[config.mk]
export PLATFORM = sky130hd
export DESIGN_NAME = glyph_text_to_display_bytes
export DESIGN_NICKNAME = d
export VERILOG_FILES = /design/src/rtl/gttd_pkg.sv /design/src/rtl/gttd_front.sv /design/src/rtl/gttd_queue.sv /design/src/rtl/gttd_back.sv /design/src/rtl/glyph_text_to_display_bytes.sv
export SDC_FILE = /design/constraint.sdc
export NUM_CORES = 1
export LEC_CHECK = 0
export ABC_AREA = 0
export BUFFER_PORTS_ARGS = -buffer_cell sky130_fd_sc_hd__buf_2
export CAP_MARGIN = 20
export CELL_PAD_IN_SITES_DETAIL_PLACEMENT = 1
export CELL_PAD_IN_SITES_GLOBAL_PLACEMENT = 1
export CORE_ASPECT_RATIO = 0.75
export CORE_MARGIN = 2
export CORE_UTILIZATION = 30
export CTS_CLUSTER_SIZE = 24
export DETAILED_ROUTE_END_ITERATION = 6
export PLACE_DENSITY_LB_ADDON = 0.15
export SLEW_MARGIN = 10
export SYNTH_ARGS = -nofsm -noshare
export SYNTH_HDL_FRONTEND = slang
export SYNTH_SLANG_ARGS = --single-unit
[constraint.sdc]
create_clock -name clk_i -period 7.4 [get_ports clk_i]
set_input_delay 0 -clock clk_i [delete_from_list [all_inputs] [get_ports clk_i]]
set_output_delay 0 -clock clk_i [all_outputs]
set_load 0.005 [all_outputs]
[src/rtl/gttd_pkg.sv]
`default_nettype none

package gttd_pkg;

  localparam int unsigned QueueDepth = 2;
  localparam int unsigned QPtrW      = $clog2(QueueDepth);
  localparam int unsigned QCntW      = $clog2(QueueDepth + 1);

  localparam logic [7:0] CMD_COLUMN   = 8'h2A;
  localparam logic [7:0] CMD_ROW      = 8'h2B;
  localparam logic [7:0] CMD_MEMWRITE = 8'h2C;
  localparam logic [7:0] SPACE_CODE   = 8'h20;

  localparam logic [4:0]  FONT_WIDTH_RST  = 5'd11;
  localparam logic [5:0]  FONT_HEIGHT_RST = 6'd18;
  localparam logic [15:0] FG_COLOR_RST    = 16'hFFFF;
  localparam logic [15:0] BG_COLOR_RST    = 16'h0000;

  localparam logic [4:0] MAX_WIDTH  = 5'd16;
  localparam logic [5:0] MAX_HEIGHT = 6'd32;

  typedef enum logic [1:0] {
    FUNC_START = 2'd0,
    FUNC_CHAR  = 2'd1,
    FUNC_ROW   = 2'd2
  } func_e;

  typedef enum logic [1:0] {
    CFG_FONT_WIDTH  = 2'd0,
    CFG_FONT_HEIGHT = 2'd1,
    CFG_FG_COLOR    = 2'd2,
    CFG_BG_COLOR    = 2'd3
  } cfg_reg_e;

  typedef enum logic {
    JOB_WINDOW = 1'b0,
    JOB_PIXELS = 1'b1
  } job_e;

  typedef struct packed {
    logic [1:0]  func;
    logic [8:0]  start_x;
    logic [8:0]  start_y;
    logic [7:0]  char_code;
    logic [15:0] row_bits;
  } in_item_t;

  typedef struct packed {
    logic [7:0] out_byte;
    logic       is_data;
    logic       last;
  } out_item_t;

  typedef struct packed {
    job_e        kind;
    logic [15:0] col_s;
    logic [15:0] col_e;
    logic [15:0] row_s;
    logic [15:0] row_e;
    logic [15:0] row_bits;
    logic [4:0]  width;
  } job_t;

  typedef struct packed {
    logic full;
    logic empty;
  } q_status_t;

endpackage

`default_nettype wire

[src/rtl/gttd_front.sv]
`default_nettype none

module gttd_front #(
  parameter int unsigned DISPLAY_WIDTH  = 240,
  parameter int unsigned DISPLAY_HEIGHT = 240,
  parameter int unsigned X_OFFSET       = 0,
  parameter int unsigned Y_OFFSET       = 0
) (
  input  wire logic                clk_i,
  input  wire logic                rst_ni,
  input  wire logic                in_valid_i,
  input  wire gttd_pkg::in_item_t  in_i,
  output logic                     in_stall_o,
  input  wire logic [4:0]          font_width_i,
  input  wire logic [5:0]          font_height_i,
  input  wire gttd_pkg::q_status_t q_status_i,
  output logic                     push_o,
  output gttd_pkg::job_t           job_o
);
  import gttd_pkg::*;

  localparam logic [10:0] DispW = 11'(DISPLAY_WIDTH);
  localparam logic [10:0] DispH = 11'(DISPLAY_HEIGHT);
  localparam logic [15:0] XOff  = 16'(X_OFFSET);
  localparam logic [15:0] YOff  = 16'(Y_OFFSET);

  logic [9:0]  cursor_x_q, cursor_x_d;
  logic [9:0]  cursor_y_q, cursor_y_d;
  logic        halted_q, halted_d;
  logic        active_q, active_d;
  logic [5:0]  rows_q, rows_d;

  logic        accept;
  logic [4:0]  w_eff;
  logic [5:0]  h_eff;
  logic [10:0] x_sum;
  logic [9:0]  y_wrap;
  logic [10:0] y_sum;
  logic        wrap;
  logic        bottom;
  logic [9:0]  x_use;
  logic [9:0]  y_use;
  logic [5:0]  rows_inc;

  always_comb begin
    if (font_width_i == 5'd0) begin
      w_eff = 5'd1;
    end else if (font_width_i > MAX_WIDTH) begin
      w_eff = MAX_WIDTH;
    end else begin
      w_eff = font_width_i;
    end
    if (font_height_i == 6'd0) begin
      h_eff = 6'd1;
    end else if (font_height_i > MAX_HEIGHT) begin
      h_eff = MAX_HEIGHT;
    end else begin
      h_eff = font_height_i;
    end
  end

  assign in_stall_o = q_status_i.full;
  assign accept     = in_valid_i && !in_stall_o;

  assign x_sum    = {1'b0, cursor_x_q} + 11'(w_eff);
  assign wrap     = x_sum >= DispW;
  assign y_wrap   = cursor_y_q + 10'(h_eff);
  assign y_sum    = {1'b0, y_wrap} + 11'(h_eff);
  assign bottom   = y_sum >= DispH;
  assign x_use    = wrap ? 10'd0 : cursor_x_q;
  assign y_use    = wrap ? y_wrap : cursor_y_q;
  assign rows_inc = rows_q + 6'd1;

  always_comb begin
    job_o.kind     = JOB_WINDOW;
    job_o.col_s    = 16'(x_use) + XOff;
    job_o.col_e    = 16'(x_use) + 16'(w_eff) - 16'd1 + XOff;
    job_o.row_s    = 16'(y_use) + YOff;
    job_o.row_e    = 16'(y_use) + 16'(h_eff) - 16'd1 + YOff;
    job_o.row_bits = in_i.row_bits;
    job_o.width    = w_eff;
    push_o         = 1'b0;
    cursor_x_d     = cursor_x_q;
    cursor_y_d     = cursor_y_q;
    halted_d       = halted_q;
    active_d       = active_q;
    rows_d         = rows_q;
    if (accept) begin
      unique case (in_i.func)
        FUNC_START: begin
          cursor_x_d = {1'b0, in_i.start_x};
          cursor_y_d = {1'b0, in_i.start_y};
          halted_d   = 1'b0;
          active_d   = 1'b0;
          rows_d     = 6'd0;
        end
        FUNC_CHAR: begin
          if (halted_q) begin
            active_d = 1'b0;
          end else begin
            if (wrap) begin
              cursor_x_d = 10'd0;
              cursor_y_d = y_wrap;
            end
            if (wrap && bottom) begin
              halted_d = 1'b1;
              active_d = 1'b0;
            end else if (wrap && in_i.char_code == SPACE_CODE) begin
              active_d = 1'b0;
            end else begin
              push_o     = 1'b1;
              cursor_x_d = x_use + 10'(w_eff);
              active_d   = 1'b1;
              rows_d     = 6'd0;
            end
          end
        end
        FUNC_ROW: begin
          if (!halted_q && active_q && rows_q < h_eff) begin
            job_o.kind = JOB_PIXELS;
            push_o     = 1'b1;
            rows_d     = rows_inc;
            if (rows_inc >= h_eff) begin
              active_d = 1'b0;
            end
          end
        end
        default: begin
        end
      endcase
    end
  end

  always_ff @(posedge clk_i or negedge rst_ni) begin
    if (!rst_ni) begin
      cursor_x_q <= '0;
      cursor_y_q <= '0;
      halted_q   <= 1'b0;
      active_q   <= 1'b0;
      rows_q     <= '0;
    end else begin
      cursor_x_q <= cursor_x_d;
      cursor_y_q <= cursor_y_d;
      halted_q   <= halted_d;
      active_q   <= active_d;
      rows_q     <= rows_d;
    end
  end

endmodule

`default_nettype wire

[src/rtl/gttd_queue.sv]
`default_nettype none

module gttd_queue (
  input  wire logic           clk_i,
  input  wire logic           rst_ni,
  input  wire logic           push_i,
  input  wire gttd_pkg::job_t job_i,
  input  wire logic           pop_i,
  output gttd_pkg::job_t      head_o,
  output gttd_pkg::q_status_t status_o
);
  import gttd_pkg::*;

  job_t             mem_q [QueueDepth];
  logic [QPtrW-1:0] wr_ptr_q, rd_ptr_q;
  logic [QCntW-1:0] count_q, count_d;

  assign head_o         = mem_q[rd_ptr_q];
  assign status_o.full  = count_q == QCntW'(QueueDepth);
  assign status_o.empty = count_q == '0;

  always_comb begin
    count_d = count_q;
    if (push_i && !pop_i) begin
      count_d = count_q + QCntW'(1);
    end else if (pop_i && !push_i) begin
      count_d = count_q - QCntW'(1);
    end
  end

  always_ff @(posedge clk_i) begin
    if (push_i) begin
      mem_q[wr_ptr_q] <= job_i;
    end
  end

  always_ff @(posedge clk_i or negedge rst_ni) begin
    if (!rst_ni) begin
      wr_ptr_q <= '0;
      rd_ptr_q <= '0;
      count_q  <= '0;
    end else begin
      count_q <= count_d;
      if (push_i) begin
        wr_ptr_q <= (wr_ptr_q == QPtrW'(QueueDepth - 1)) ? '0 : wr_ptr_q + QPtrW'(1);
      end
      if (pop_i) begin
        rd_ptr_q <= (rd_ptr_q == QPtrW'(QueueDepth - 1)) ? '0 : rd_ptr_q + QPtrW'(1);
      end
    end
  end

endmodule

`default_nettype wire

[src/rtl/gttd_back.sv]
`default_nettype none

module gttd_back (
  input  wire logic                clk_i,
  input  wire logic                rst_ni,
  input  wire gttd_pkg::job_t      head_i,
  input  wire gttd_pkg::q_status_t q_status_i,
  output logic                     pop_o,
  input  wire logic [15:0]         fg_color_i,
  input  wire logic [15:0]         bg_color_i,
  output logic                     out_valid_o,
  output gttd_pkg::out_item_t      out_o,
  input  wire logic                out_stall_i
);
  import gttd_pkg::*;

  localparam logic [4:0] WinLastIdx = 5'd10;

  logic        out_valid_q, out_valid_d;
  out_item_t   out_q, out_d;
  logic [4:0]  idx_q, idx_d;
  logic        load;
  logic [4:0]  pix_last;
  logic [3:0]  pix_col;
  logic [15:0] color;
  out_item_t   win_item;

  assign out_valid_o = out_valid_q;
  assign out_o       = out_q;

  assign load     = (!out_valid_q || !out_stall_i) && !q_status_i.empty;
  assign pix_last = 5'({head_i.width, 1'b0} - 6'd1);
  assign pix_col  = idx_q[4:1];
  assign color    = head_i.row_bits[4'd15 - pix_col] ? fg_color_i : bg_color_i;

  always_comb begin
    win_item.is_data = 1'b1;
    win_item.last    = 1'b0;
    case (idx_q)
      5'd0: begin
        win_item.out_byte = CMD_COLUMN;
        win_item.is_data  = 1'b0;
      end
      5'd1: win_item.out_byte = head_i.col_s[15:8];
      5'd2: win_item.out_byte = head_i.col_s[7:0];
      5'd3: win_item.out_byte = head_i.col_e[15:8];
      5'd4: win_item.out_byte = head_i.col_e[7:0];
      5'd5: begin
        win_item.out_byte = CMD_ROW;
        win_item.is_data  = 1'b0;
      end
      5'd6: win_item.out_byte = head_i.row_s[15:8];
      5'd7: win_item.out_byte = head_i.row_s[7:0];
      5'd8: win_item.out_byte = head_i.row_e[15:8];
      5'd9: win_item.out_byte = head_i.row_e[7:0];
      default: begin
        win_item.out_byte = CMD_MEMWRITE;
        win_item.is_data  = 1'b0;
        win_item.last     = 1'b1;
      end
    endcase
  end

  always_comb begin
    out_d       = out_q;
    out_valid_d = out_valid_q;
    idx_d       = idx_q;
    pop_o       = 1'b0;
    if (!out_stall_i) begin
      out_valid_d = 1'b0;
    end
    if (load) begin
      out_valid_d = 1'b1;
      if (head_i.kind == JOB_WINDOW) begin
        out_d = win_item;
        pop_o = idx_q == WinLastIdx;
      end else begin
        out_d.out_byte = idx_q[0] ? color[7:0] : color[15:8];
        out_d.is_data  = 1'b1;
        out_d.last     = idx_q == pix_last;
        pop_o          = idx_q == pix_last;
      end
      idx_d = pop_o ? 5'd0 : idx_q + 5'd1;
    end
  end

  always_ff @(posedge clk_i) begin
    out_q <= out_d;
  end

  always_ff @(posedge clk_i or negedge rst_ni) begin
    if (!rst_ni) begin
      out_valid_q <= 1'b0;
      idx_q       <= '0;
    end else begin
      out_valid_q <= out_valid_d;
      idx_q       <= idx_d;
    end
  end

endmodule

`default_nettype wire

[src/rtl/glyph_text_to_display_bytes.sv]
// Text to display-controller byte stream. A start item places the cursor; a character
// item yields 11 bytes (column window, row window, memory-write command) or none when
// skipped or halted; a glyph row item yields 2 * font_width pixel bytes (width clamped
// to 1..16), high byte first, or none when halted or no active glyph has rows left.
// The front end takes one item per clock while its two-entry job queue has room; the
// back end sends one byte per clock through its output register while not stalled.
// Write configuration only while no bytes are pending.
`default_nettype none

module glyph_text_to_display_bytes #(
  parameter int unsigned DISPLAY_WIDTH  = 240,
  parameter int unsigned DISPLAY_HEIGHT = 240,
  parameter int unsigned X_OFFSET       = 0,
  parameter int unsigned Y_OFFSET       = 0
) (
  input  wire logic                clk_i,
  input  wire logic                rst_ni,
  input  wire logic                in_valid_i,
  input  wire gttd_pkg::in_item_t  in_i,
  output logic                     in_stall_o,
  output logic                     out_valid_o,
  output gttd_pkg::out_item_t      out_o,
  input  wire logic                out_stall_i,
  input  wire logic                cfg_we_i,
  input  wire logic [1:0]          cfg_idx_i,
  input  wire logic [15:0]         cfg_wdata_i
);
  import gttd_pkg::*;

  logic [4:0]  font_width_q;
  logic [5:0]  font_height_q;
  logic [15:0] fg_color_q;
  logic [15:0] bg_color_q;

  logic      push;
  logic      pop;
  job_t      job;
  job_t      head;
  q_status_t q_status;

  always_ff @(posedge clk_i or negedge rst_ni) begin
    if (!rst_ni) begin
      font_width_q  <= FONT_WIDTH_RST;
      font_height_q <= FONT_HEIGHT_RST;
      fg_color_q    <= FG_COLOR_RST;
      bg_color_q    <= BG_COLOR_RST;
    end else if (cfg_we_i) begin
      unique case (cfg_reg_e'(cfg_idx_i))
        CFG_FONT_WIDTH:  font_width_q  <= cfg_wdata_i[4:0];
        CFG_FONT_HEIGHT: font_height_q <= cfg_wdata_i[5:0];
        CFG_FG_COLOR:    fg_color_q    <= cfg_wdata_i;
        CFG_BG_COLOR:    bg_color_q    <= cfg_wdata_i;
        default: begin
        end
      endcase
    end
  end

  gttd_front #(
    .DISPLAY_WIDTH  (DISPLAY_WIDTH),
    .DISPLAY_HEIGHT (DISPLAY_HEIGHT),
    .X_OFFSET       (X_OFFSET),
    .Y_OFFSET       (Y_OFFSET)
  ) u_front (
    .clk_i         (clk_i),
    .rst_ni        (rst_ni),
    .in_valid_i    (in_valid_i),
    .in_i          (in_i),
    .in_stall_o    (in_stall_o),
    .font_width_i  (font_width_q),
    .font_height_i (font_height_q),
    .q_status_i    (q_status),
    .push_o        (push),
    .job_o         (job)
  );

  gttd_queue u_queue (
    .clk_i    (clk_i),
    .rst_ni   (rst_ni),
    .push_i   (push),
    .job_i    (job),
    .pop_i    (pop),
    .head_o   (head),
    .status_o (q_status)
  );

  gttd_back u_back (
    .clk_i       (clk_i),
    .rst_ni      (rst_ni),
    .head_i      (head),
    .q_status_i  (q_status),
    .pop_o       (pop),
    .fg_color_i  (fg_color_q),
    .bg_color_i  (bg_color_q),
    .out_valid_o (out_valid_o),
    .out_o       (out_o),
    .out_stall_i (out_stall_i)
  );

  assert property (@(posedge clk_i) disable iff (!rst_ni) push |-> !q_status.full)
    else $error("job pushed into full queue");

  assert property (@(posedge clk_i) disable iff (!rst_ni) pop |-> !q_status.empty)
    else $error("job popped from empty queue");

  assert property (@(posedge clk_i) disable iff (!rst_ni)
    (!q_status.empty && !out_valid_o) |=> out_valid_o)
    else $error("pending job not moved to output register");

  assert property (@(posedge clk_i) disable iff (!rst_ni)
    pop |=> (out_valid_o && out_o.last))
    else $error("job finished without last byte");

endmodule

`default_nettype wire

Word-level counts from Yosys, hierarchy flattened

Memories as Yosys holds them, arrays and structs flattened.
Cells that the tools add are included.

Memories kept: 1
Input port bits: 67
Bits in registers: 91
Bits in writable memories: 148

Memory list:

| name          | depth | bits a word | rd ports | clocked after memory_dff | wr ports | line             | source |
|---|---|---|---|---|---|---|---|
| u_queue.mem_q | 2     | 74          | 1        | 0                        | 1        | gttd_queue.sv:14 | `job_t mem_q [QueueDepth];` |

$lt $le $gt $ge: 7
$add $sub $neg: 16
Mux-type cells: 51
Eq/ne operators: 24
Reduce and logical (&&, ||, !) cells: 35

Operator list:

| kind                                                               | number |
|---|---|
| case mux 8 bit (10 select lines)                                   | 1 |
| 2-to-1 mux 10 bit                                                  | 7 |
| case mux 10 bit (2 select lines)                                   | 2 |
| 2-to-1 mux 6 bit                                                   | 6 |
| subtractor 16 x 1 -> 16 bit, second input constant                 | 2 |
| 2-to-1 mux 1 bit                                                   | 23 |
| adder 10 x 5 -> 11 bit                                             | 2 |
| adder 10 x 6 -> 11 bit                                             | 2 |
| greater-or-equal comparator 11 x 8 -> 1 bit, second input constant | 2 |
| == test 5 x 3 -> 1 bit, second input constant                      | 4 |
| case mux 6 bit (3 select lines)                                    | 1 |
| 2-to-1 mux 16 bit                                                  | 1 |
| == test 5 x 4 -> 1 bit, second input constant                      | 3 |
| 2-to-1 mux 5 bit                                                   | 3 |
| adder 10 x 5 -> 10 bit                                             | 1 |
| adder 10 x 6 -> 10 bit                                             | 1 |
| == test 5 x 2 -> 1 bit, second input constant                      | 2 |
| logical NOT 5 bit                                                  | 2 |
| AND reduction 2 bit                                                | 5 |
| OR reduction 10 bit                                                | 1 |
| == test 2 bit, second input constant                               | 4 |
| == test 8 x 6 -> 1 bit, second input constant                      | 1 |
| logical AND 1 bit                                                  | 8 |
| 2-to-1 mux 8 bit                                                   | 1 |
| other kinds (31)                                                   | 48 |

Depth between registers and ports, before layout

Depth in word-level cells: 15
Depth in mapped cells: 24

By module

Synthesis repeated with hierarchy kept, for this count alone.

Cells, all modules: 1,179
Area, all modules: 14,879.3 um^2

By module, submodules not included:

| module                      | cells each | seq. area each (um^2) | area each (um^2) | times used |
|---|---|---|---|---|
| gttd_queue                  | 284        | 5,265.0               | 6,513.7          | 1 |
| gttd_front                  | 565        | 700.7                 | 4,510.6          | 1 |
| gttd_back                   | 238        | 450.4                 | 2,137.0          | 1 |
| glyph_text_to_display_bytes | 92         | 1,102.3               | 1,717.9          | 1 |

Worst setup path after synthesis

No wires, ideal clock.

Path kind: flip-flop to flip-flop
Start point: register font_height_q[1]
End point: memory u_queue.mem_q[0][0] (netlist name), enable pin
Path slack: 0.270 ns
Period minus slack after synthesis: 7.130 ns
Arrival: 6.625 ns
Stages on the path, launching flop included: 19
Setup time: 0.505 ns
Cell sequence: dfstp_2 > nor4_1 > nor2_1 > nor2_1 > ha_1 > fa_1 > a21o_2 > a21oi_1 > xnor2_1 > ha_1 > o21ai_0 > a21o_1 > or2b_2 > and4b_1 > o311ai_4 > nand4b_4 > a21boi_1 > o211ai_1 > nor2_1

Cells in the longest elaborated chain, start to end: 13

Ends and longest elaborated chain:

| what                                        | line                              | source |
|---|---|---|
| start, declared                             | glyph_text_to_display_bytes.sv:31 | `logic [5:0] font_height_q;` |
| start signal, assigned                      | glyph_text_to_display_bytes.sv:50 | `CFG_FONT_HEIGHT: font_height_q <= cfg_wdata_i[5:0];` |
| greater-than comparator 6 bit               | gttd_front.sv:55                  | `end else if (font_height_i > MAX_HEIGHT) begin` |
| 2-to-1 mux 6 bit                            | gttd_front.sv:55                  |  |
| 2-to-1 mux 6 bit *                          | gttd_front.sv:53                  | `if (font_height_i == 6'd0) begin` |
| adder 10 x 6 -> 10 bit                      | gttd_front.sv:67                  | `assign y_wrap = cursor_y_q + 10'(h_eff);` |
| adder 10 x 6 -> 11 bit                      | gttd_front.sv:68                  | `assign y_sum = {1'b0, y_wrap} + 11'(h_eff);` |
| greater-or-equal comparator 11 x 8 -> 1 bit | gttd_front.sv:69                  | `assign bottom = y_sum >= DispH;` |
| logical AND 1 bit                           | gttd_front.sv:105                 | `if (wrap && bottom) begin` |
| 2-to-1 mux 1 bit                            | gttd_front.sv:105                 |  |
| 2-to-1 mux 1 bit                            | gttd_front.sv:98                  | `if (halted_q) begin` |
| case mux 1 bit (2 select lines) *           | gttd_front.sv:89                  | `unique case (in_i.func)` |
| 2-to-1 mux 1 bit *                          | gttd_front.sv:88                  | `if (accept) begin` |
| 2-to-1 mux 1 bit *                          | gttd_queue.sv:32                  | `if (push_i) begin` |
| 2-to-1 mux 1 bit (implied by the code) *    | gttd_queue.sv:33                  | `mem_q[wr_ptr_q] <= job_i;` |
| end, declared                               | gttd_queue.sv:14                  |  |

Mark *: on every way between the ends. The rest lies on a longest branch, timed or not.

==> results.rst <==
.. list-table::
   :header-rows: 1

   * - Metric
     - Value
   * - Top post-synthesis cells by count
     - edfxtp_1, nand2_1, dfrtp_1
   * - Power after layout
     - 6.36 mW
   * - Main area contributors after synthesis
     - edfxtp_1, dfrtp_1, ha_1
   * - Via Count
     - 8703
   * - EDFF count, synth
     - 156
   * - Most instantiated library cell after synthesis
     - edfxtp_1
   * - Synth Flop Type
     - edfxtp_1
   * - Data arrival time of the worst path
     - 6.49 ns
   * - Leakage power of the design
     - 5.82 nW
   * - Final setup TNS
     - 0 ns
   * - Total inserted antenna cells
     - 0
   * - Final clock skew
     - 0.0148 ns
   * - Worst setup path category
     - reg2reg
   * - Worst-margin pin slew
     - 1.01 ns
   * - Area occupied by registers
     - 6740 µm²
   * - Remaining Overflow, GRT
     - 0
   * - Peak supply drop
     - 176 µV
   * - Post-route ant nets
     - 0
   * - Filler-free cell count of the finished design
     - 1746
   * - Cell at the root of the clock tree
     - clkbuf_16
   * - Synthesized area per cell
     - 12.3 µm²
   * - Post-route minimum period
     - 6.10 ns
   * - Hold Vio Cnt, Final
     - 0
   * - DRC violation count after routing
     - 0
   * - Clock insertion delay at the later pin of the skew report
     - 0.57 ns
   * - Count of final max-slew check failures
     - 0
   * - Total Die Area
     - 43600 µm²
   * - Detailed-route vias per instance
     - 4.98
   * - Overall die width
     - 241 µm
   * - Maximum clock rate
     - 164 MHz
   * - Placeable core area
     - 41100 µm²
   * - Yosys warning total
     - 0
   * - Largest fanout of any net on the critical path
     - 20
   * - DRT Pass-1 Iters
     - 5
   * - Iteration-0 DRC count of the detailed router
     - 639
   * - Pin count of the biggest net entering global routing
     - 60
   * - Number of standard-cell rows in the floorplan
     - 64
   * - Share of flip-flops with an asynchronous set or reset after synthesis
     - 0.342
   * - Fraction of final layout cells sized beyond drive strength 1
     - 0.221
   * - Count of boundary I/O pins
     - 79
   * - Count of mapped cells out of synthesis
     - 1023
   * - Post-synthesis instance area
     - 12600 µm²
   * - Fillers
     - 4367
   * - Max H-tree Level
     - 1
   * - Clock buffer depth
     - 3
   * - Type of destination of the critical path
     - flop
   * - Global-route wire length before repair
     - 56.1 mm
   * - TritonCTS clock tree
     - yes
   * - DR WL/cell
     - 21.1 µm
   * - Routability congestion estimate from global placement
     - 0.809
   * - Max-Slew Margin vs Limit
     - 0.327
   * - RSZ-0062 raised after global routing
     - false
   * - Setup violators final
     - 0
   * - Seq/Total Area, Yosys
     - 0.535
   * - Number of global-route vias before repair
     - 8880
   * - Number of synthesized register bits
     - 237
   * - Number of buffer cells added on primary ports
     - 78
   * - Power density over the cells
     - 421 nW/µm²
   * - Post-route core utilization
     - 0.368
   * - Global routing usage summed across all routing layers
     - 0.170
   * - Clock input transition at the sequential cells of the worst setup and hold paths
     - 0.06 ns
   * - HP Class
     - in2reg
   * - Area share of the leading cell type in the synthesized netlist
     - 0.372
   * - Register-to-register setup slack
     - 1.30 ns
   * - Multi-input combinational cell area
     - 5520 µm²
   * - Sort of element at the start of the critical path
     - flop
   * - # Max-Cap Violations
     - 0
   * - Die height
     - 181 µm
   * - Net count reported at finish
     - 1289
   * - Post-synthesis cell type with the largest combined area
     - edfxtp_1
   * - Number of buffers added by the clock tree synthesis step
     - 27
   * - Initial cell density of the core
     - 0.307
   * - Worst path required time
     - 7.79 ns
   * - Drt total wl
     - 36.8 mm
   * - Initial antenna violation count
     - 0
   * - Status
     - completed
   * - DP Wirelength
     - 27.1 mm
   * - Placed cells
     - 1639
   * - Final period utilization
     - 0.824
   * - Layout-stage area growth over the synthesis result
     - 20.0%
   * - Number of distinct library cell variants in the gate-level netlist after synthesis
     - 87
   * - # clock sinks
     - 237
## repair_timing
action	CTS	global route
hold buffers	57	0
endpoints found under the hold margin	131	0
buffers inserted	0	0
gates resized for setup	0	0
## cell usage in the layout (no fill, tap or decap), types with 19 or more instances in the layout
| cell | instances |
|---|---|
| a21oi_1 | 27 |
| nor2_1 | 54 |
| edfxtp_1 | 156 |
| o21ai_0 | 48 |
| dlygate4sd3_1 | 57 |
| nand2_1 | 92 |
| nand2b_1 | 19 |
| inv_1 | 43 |
| xnor2_1 | 34 |
| mux2_2 | 56 |
| buf_2 | 77 |
| ha_1 | 53 |
| dfrtp_1 | 59 |
| clkbuf_16 | 27 |
| nand3_1 | 25 |
| mux2i_1 | 40 |
| dfstp_2 | 21 |
## path summary, 6_finish.rpt
| path | startpoint | endpoint | cells after the start |
|---|---|---|---|
| setup / recovery | font_width_q[3]$_DFFE_PN1P_ | u_queue.mem_q[0][31]$_DFFE_PP_ | 18 |
| hold / removal | in_i[43] | u_front.rows_q[0]$_DFFE_PN0P_ | 4 |
| setup reg to reg | font_width_q[3]$_DFFE_PN1P_ | u_queue.mem_q[0][31]$_DFFE_PP_ | 18 |
| hold reg to reg | u_back.out_valid_o$_DFFE_PN0P_ | u_back.out_valid_o$_DFFE_PN0P_ | 2 |
| max in group asynchronous | rst_ni | u_front.cursor_y_q[5]$_DFFE_PN0P_ | 4 |
| min in group asynchronous | rst_ni | u_back.idx_q[2]$_DFFE_PN0P_ | 3 |
## worst max-delay path, stage by stage (launching register included)
cell      delay [ns]
dfstp_2         0.53
nor2b_1         0.39
ha_1            0.36
a21oi_1         0.33
o21ai_0         0.15
a211o_1         0.33
and4_1          0.20
buf_4           0.21
o21ai_0         0.74
ha_1            0.39
a211oi_1        0.36
nor2_1          0.09
o21ai_0         0.17
a32oi_1         0.14
nor4_1          0.72
a21boi_0        0.26
nand3_1         0.10
or2_1           0.24
o21ai_1         0.20
## logic make-up (layout without fill, tap and decap cells)
logic type                 Yosys count  after routing  synth area share
muxes                              115            115             0.115
buffers and inverters               86            247            0.0289
and+or+nand+nor                    290            290             0.117
other                                1              2          0.000298
adders and majority gates           58             58            0.0606
DFF                                237            237             0.535
xor gates and xnor gates            54             54            0.0396
AOI/OAI and AO/OA                  182            182             0.104
## power breakdown
group / switching (mW) / internal [mW]
Combinational: 1.78 / 1.11
Sequential: 0.281 / 1.85
Clock: 0.570 / 0.778
## state kept, by name (all words and copies together) (netlist names)
register	cells
u_queue.mem_q	146
bg_color_q	16
fg_color_q	16
u_back.out_o	10
u_front.cursor_x_q	10
u_front.cursor_y_q	10
font_height_q	6
u_front.rows_q	6
font_width_q	5
u_back.idx_q	5
u_queue.count_q	2
u_back.out_valid_o	1
u_front.active_q	1
u_front.halted_q	1
u_queue.rd_ptr_q	1
u_queue.wr_ptr_q	1
## metrics by stage
step	setup WS (ns)	hold WS [ns]	area, µm²
after floorplan	0.270	-0.296	12600
after global placement	1.32	0.0452	13700
after detailed placement	1.25	0.0457	13700
after CTS	1.24	0.0173	15100
after global routing	0.673	0.0873	15100
final	1.30	0.0337	15100
## routing by layer
layer | GRT usage | routed length (µm)
met1 | 0.270 | 19500
met2 | 0.243 | 15100
met3 | 0.0251 | 1610
met4 | 0.0276 | 572
met5 | 0 | 0
## layout make-up
class                           instances  share of cell area
Tap cell                              561              0.0465
Clock buffer                           33              0.0462
Timing Repair Buffer                  153              0.0735
Sequential cell                       237               0.446
Inverter                               44              0.0109
Clock inverter                         17              0.0116
Multi-Input combinational cell        701               0.365
(Power assumes the default switching activity.)
